<file path="config.mk">
export PLATFORM = sky130hd
export DESIGN_NAME = stsr_ctrl
export DESIGN_NICKNAME = d
export VERILOG_FILES = /design/src/rtl/stsr_pkg.sv /design/src/rtl/stsr_ctrl.sv
export SDC_FILE = /design/constraint.sdc
export NUM_CORES = 1
export LEC_CHECK = 0
export BUFFER_PORTS_ARGS = -buffer_cell sky130_fd_sc_hd__buf_4
export CAP_MARGIN = 20
export CORE_AREA = 3 3 40 42
export DETAILED_ROUTE_END_ITERATION = 10
export DIE_AREA = 0 0 43 45
export MAX_ROUTING_LAYER = met4
export PLACE_DENSITY_LB_ADDON = 0.3
export SKIP_LAST_GASP = 1
export SLEW_MARGIN = 40
export SYNTH_ARGS = -nofsm -noshare
export SYNTH_HDL_FRONTEND = slang
export SYNTH_SLANG_ARGS = --single-unit
</file>
<file path="constraint.sdc">
create_clock -name clk -period 4.1 [get_ports clk]
set_clock_uncertainty 0.05 [all_clocks]
set_input_delay 0.41 -clock clk [delete_from_list [all_inputs] [get_ports clk]]
set_output_delay 0.41 -clock clk [all_outputs]
set_load 0.01 [all_outputs]
</file>
<file path="src/rtl/stsr_pkg.sv">
// Package for the sorted time range search block.
// Holds the sizes, payload structs, status codes, controller states and the
// command/status structs shared by the controller, datapath and top level.
`timescale 1ns / 1ps

package stsr_pkg;

    // Store geometry and time width.
    localparam int STORE_DEPTH = 1024;
    localparam int TIME_BITS   = 32;
    localparam int IDX_BITS    = $clog2(STORE_DEPTH);
    localparam int CNT_BITS    = $clog2(STORE_DEPTH + 1);

    // Result status codes.
    typedef enum logic [1:0] {
        ST_OK        = 2'd0,
        ST_NOT_FOUND = 2'd1,
        ST_FULL      = 2'd2,
        ST_ORDER     = 2'd3
    } status_t;

    // Request kinds carried in req_type.
    typedef enum logic {
        REQ_APPEND = 1'b0,
        REQ_QUERY  = 1'b1
    } req_kind_t;

    // One input item.
    typedef struct packed {
        logic                 req_type;
        logic [TIME_BITS-1:0] sample_time;
        logic [TIME_BITS-1:0] range_begin;
        logic [TIME_BITS-1:0] range_end;
    } req_t;

    // One result item.
    typedef struct packed {
        status_t             status;
        logic [IDX_BITS-1:0] first_index;
        logic [IDX_BITS-1:0] last_index;
        logic [CNT_BITS-1:0] stored_count;
    } rsp_t;

    // Controller states.
    typedef enum logic [2:0] {
        S_IDLE,
        S_APPEND,
        S_QSETUP,
        S_PROBE,
        S_CMP,
        S_FINISH
    } state_t;

    // Commands from the controller to the datapath.
    typedef struct packed {
        logic load_req;
        logic append_commit;
        logic search_init;
        logic search_upper;
        logic issue_read;
        logic compare_step;
        logic save_lb;
        logic finish_commit;
    } cmd_t;

    // Status from the datapath to the controller.
    typedef struct packed {
        logic req_query;
        logic trivial;
        logic lo_lt_hi;
        logic out_free;
    } stat_t;

endpackage

</file>
<file path="src/rtl/stsr_ctrl.sv">
// Controller state machine for the sorted time range search block.
// Sequences appends and the two binary searches of a query; uses stsr_pkg.
`timescale 1ns / 1ps

module stsr_ctrl
    import stsr_pkg::*;
(
    input  logic  clk,
    input  logic  rst_n,
    input  logic  req_valid,
    output logic  req_stall,
    input  stat_t stat,
    output cmd_t  cmd
);

    state_t state_reg, state_next;
    logic   upper_reg, upper_next;

    // State and search-select registers.
    always_ff @(posedge clk or negedge rst_n)
    begin
        if (!rst_n)
        begin
            state_reg <= S_IDLE;
            upper_reg <= 1'b0;
        end
        else
        begin
            state_reg <= state_next;
            upper_reg <= upper_next;
        end
    end

    // Next-state logic.
    always_comb
    begin
        state_next = state_reg;
        upper_next = upper_reg;
        case (state_reg)
            S_IDLE:
            begin
                if (req_valid)
                begin
                    state_next = stat.req_query ? S_QSETUP : S_APPEND;
                end
            end
            S_APPEND:
            begin
                if (stat.out_free)
                begin
                    state_next = S_IDLE;
                end
            end
            S_QSETUP:
            begin
                upper_next = 1'b0;
                state_next = stat.trivial ? S_FINISH : S_PROBE;
            end
            S_PROBE:
            begin
                if (stat.lo_lt_hi)
                begin
                    state_next = S_CMP;
                end
                else if (!upper_reg)
                begin
                    upper_next = 1'b1;
                end
                else
                begin
                    state_next = S_FINISH;
                end
            end
            S_CMP:
            begin
                state_next = S_PROBE;
            end
            S_FINISH:
            begin
                if (stat.out_free)
                begin
                    state_next = S_IDLE;
                end
            end
            default:
            begin
                state_next = S_IDLE;
            end
        endcase
    end

    // Output logic.
    always_comb
    begin
        cmd              = '0;
        cmd.search_upper = upper_reg;
        req_stall        = 1'b1;
        case (state_reg)
            S_IDLE:
            begin
                req_stall    = 1'b0;
                cmd.load_req = req_valid;
            end
            S_APPEND:
            begin
                cmd.append_commit = stat.out_free;
            end
            S_QSETUP:
            begin
                cmd.search_init = !stat.trivial;
            end
            S_PROBE:
            begin
                if (stat.lo_lt_hi)
                begin
                    cmd.issue_read = 1'b1;
                end
                else if (!upper_reg)
                begin
                    cmd.save_lb     = 1'b1;
                    cmd.search_init = 1'b1;
                end
            end
            S_CMP:
            begin
                cmd.compare_step = 1'b1;
            end
            S_FINISH:
            begin
                cmd.finish_commit = stat.out_free;
            end
            default:
            begin
                req_stall = 1'b1;
            end
        endcase
    end

endmodule

</file>
-- Yosys cells after proc, flatten, opt, wreduce, memory -nomap -nowiden
Index checks and enable logic that the tools add are counted.
- register bits: 4
- bits in latches: 0
- bits in writable memories: 0
- memory bits (read-only): 0
- bits of input ports: 7
- output and inout bits: 9
- logic and storage cells: 37
- memories kept: 0
- add/subtract/negate cells: 0
- multiply operators: 0
- div/mod/pow operators: 0
- order comparisons: 0
- equality and inequality tests: 9
- shifts and indexed selects: 0
- muxes and demuxes: 20
- bitwise gates (word level): 0
- reductions and logical operators: 6
- operator list (cell ; number):
    3-bit 2-to-1 mux ; 5
    3-bit one-hot mux with 5 select lines ; 1
    1-bit 2-to-1 mux ; 11
    3-bit by 2-bit equality test with 1-bit output (second input constant) ; 2
    3-bit equality test (second input constant) ; 2
    2-bit inequality test (second input constant) ; 2
    1-bit one-hot mux with 2 select lines ; 2
    3-bit by 1-bit equality test with 1-bit output (second input constant) ; 1
    3-bit logical NOT ; 1
    3-bit inequality test (second input constant) ; 1
    3-bit AND reduction ; 1
    2-bit 2-to-1 mux ; 1
    2-bit by 1-bit inequality test with 1-bit output (second input constant) ; 1
    2-bit AND reduction ; 1
    2-bit nonzero test ; 1
    2-bit OR reduction ; 1
    1-bit logical NOT ; 1

-- Logic depth before layout (Yosys ltp)
- depth in word-level cells: 4
- depth in mapped cells: 5
- depth with buffers taken out: 4

-- Least setup slack after synthesis
No wires, ideal clock.
- path kind: reg-to-output
- start point: register state_reg[2]
- end point: output cmd[5] (netlist bit)
- data arrival time: 1276 ps
- required time: 3640 ps
- path slack: 2364 ps
- stages on the path, launching flop included: 5
- buffers on the path: 1
- path through: dfrtp_1 buf_2 nand2b_4 or4b_4 o31ai_1
- RTL lines (what ; line ; text):
    start: declaration ; stsr_ctrl.sv:16 ; state_t state_reg, state_next;
    start signal: assignment ; stsr_ctrl.sv:29 ; state_reg <= state_next;
    end: declaration ; stsr_ctrl.sv:13 ; output cmd_t cmd

==> flow_summary.toml <==
[power_and_ir_drop]
power.leakage_nw = 0.233
pwr_density_cell_nw_per_um2 = 718
design_power_total_uw = 332
max-vdd-ir-drop_uv = 193

[logic_synthesis]
syn_avg_cell_area_um2 = 8.49
yosys-top-cells-area = "dfrtp_1 (32%), mux2_4 (9.6%), nor2_1 (8.4%)"
yosys_warnings = 0
post_synth_instance_area_um2 = 314
synthDominantCellAreaShare_pct = 31.9
synth_sequential_area_ratio_pct = 31.9
netlist_instances = 37
syn-num-nets = 44
ys_ff_latch = 4
netlist.top_cell.by_area = "dfrtp_1"
yosys.cell_types.count = 21

[critical_path]
cp_slowest_cell = "or4b_4"
worst_r2r_path_depth = 4
worstPathArrival_ns = 1.65
critical_path.cell_chain = "nand2b_4 -> or4b_4 -> o31ai_1 -> buf_4"
critPathCaptureType = "output port"
crit_path_max_fanout = 9
worst_ep_required_time_ns = 3.64
r2r-start = "state_reg[2]"
reg_to_reg_critical_path_endpoint = "state_reg[0]"
cpPeakStageDelay_ns = 0.52
worstSetupPathType = "reg -> out"
reg2reg_slack_ns = 2.33
timing.critical_path.from_type = "register"

[clock_tree]
path_clk_slew_ns = 0.04
clkLatencyLatePin_ns = 0.24
cts_hold_buf = 1
post-cts-setup-buffers = 0
cts_htree_levels = 1
cts_num_sinks = 4
cts_tree = "yes"
ctsLongestPathBuffers = 2
cts.repair.resized = 0
numCtsBuffers = 3
cell_at_the_root_of_the_clock_tree = "clkbuf_4"

[sta]
total_negative_slack_for_setup_checks_ns = 0
final_setup_violations = 0
max_freq_ghz = 0.474
final_min_period_over_clock_period_pct = 51.5
timing_worst_slew_pin_value_ns = 0.373
setup_repair_after_global_routing_missed_its_margin = "false"
timing.slew.headroom_pct = 75.1
min_period_ns = 2.11
final_max_slew_viol_count = 0
timing.hold.ws_ns = 0.448
hold_violations = 0
crit_path_setup_slack_layout_ns = 1.99

[layout]
stdcell_count = 68
drive_above_1_share_pct = 43.4
antenna-diode-count = 0
final_core_density_pct = 35.9
nNetsFinal = 62
num-fill-cells = 135
sequential_cell_area_um2 = 100
multi_input_area_um2 = 186
synthToLayoutAreaGrowth_pct = 47.0
fin_area_um2 = 462
largest_reg_flops = 3

[global_routing]
grt_max_degree = 14
wire_length_of_the_first_global_routing_pass_um = 1370
first_global_vias = 291
grt.overflow.total = 0
antenna_found_initial = 0
track_usage_pct = 10.2

[floorplanning]
io_pins = 16
core.rowCount = 13
initial_core_util_pct = 24.4
die_width_um = 43
die_h_um = 45
core_region_area_um2 = 1280
design.die.area_um2 = 1940

[placement]
dpl.cell_count = 64
io_buffers = 15
preCtsSetupSlack_ns = 2.23
gpl.final_weighted_congestion = 0.715
post_dp_cell_area_um2 = 429

[hold_path]
min-delay-path-class = "in -> reg"
worst_hold_path.num_cells = 3
holdCritStartpoint = "stat[2]"
worst_hold_path_endpoint = "state_reg[1]"

[drt]
route.detailed.vias_per_inst = 4.43
avgRoutedWirePerCell_um = 11.2
route.final.wire_length_um = 763
num_vias = 301
drt-pass1-iter-count = 4
antenna_left = 0
drtIter0Drc = 7
drc = 0

[job]
cap_viol_max_count = 0

[outcome]
outcome = "completed"
## cells by family (layout without fill, tap and decap cells)
| kind of cell | Yosys count | in the layout | synth area share [%] |
|---|---|---|---|
| flops | 4 | 4 | 31.9 |
| mux | 2 | 2 | 9.56 |
| buf+inv | 6 | 22 | 8.76 |
| compound gates | 8 | 8 | 18.3 |
| simple gates | 17 | 17 | 31.5 |
## worst max path at each step
stage,from,end,slack (ns),cells past startpoint
2_1_floorplan,state_reg[2],cmd[5],2.36,4
3_5_place_dp,state_reg[2],cmd[5],2.23,4
6_report,state_reg[2],cmd[5],1.99,4
3_3_place_gp,state_reg[2],cmd[5],2.25,4
4_1_cts,state_reg[2],cmd[5],1.97,4
5_1_grt,state_reg[1],cmd[5],1.87,4
## cells in the mapped netlist
cell type	count
o21ai_0	1
nor3_1	2
buf_4	1
o31ai_1	1
a21oi_1	2
or4b_4	1
clkbuf_1	1
o21ai_2	1
inv_1	3
nand2b_1	1
nand2_1	2
o22a_1	2
nor3b_1	1
nor2_1	7
dfrtp_1	4
nand2b_4	1
or2b_1	1
a221oi_1	1
or3_1	1
mux2_4	2
buf_2	1
## per-layer routing
metal,GRT usage (%),up-vias,wire (um)
li1,-,160,-
met1,12.4,132,363
met2,13.8,9,361
met3,3.59,0,39
met4,7.23,0,0
met5,-,-,0
## report_power, final
group / switching (mW) / internal (mW) / leakage, nW
logic: 0.0730 / 0.107 / 0.168
clock network: 0.0160 / 0.0327 / 0.0138
registers: 0.0433 / 0.0589 / 0.0506
## cell type report
type | instances | area share [%]
inverters | 3 | 2.44
clock buffers | 3 | 4.88
repair buffers | 16 | 26.6
multi-input cells | 27 | 40.4
flip-flops and latches | 4 | 21.7
well taps | 15 | 4.07
## worst max-delay path: cells and delay by family, from the launching register on
kind            cells  cell delay [ns]
simple gates        2             0.72
flops               1             0.45
buf+inv             1             0.16
compound gates      1             0.08
## cell usage in the layout (no fill, tap or decap)
master         netlist  final
nor2_1               7      7
clkbuf_4             0      3
nor3_1               2      2
dlygate4sd3_1        0      1
o21ai_2              1      1
dfrtp_1              4      4
o31ai_1              1      1
a221oi_1             1      1
nor3b_1              1      1
o21ai_0              1      1
or3_1                1      1
nand2b_1             1      1
a21oi_1              2      2
o22a_1               2      2
buf_4                1     15
or4b_4               1      1
or2b_1               1      1
inv_1                3      3
nand2_1              2      2
mux2_4               2      2
nand2b_4             1      1
Power figures use the tool's default switching activity.
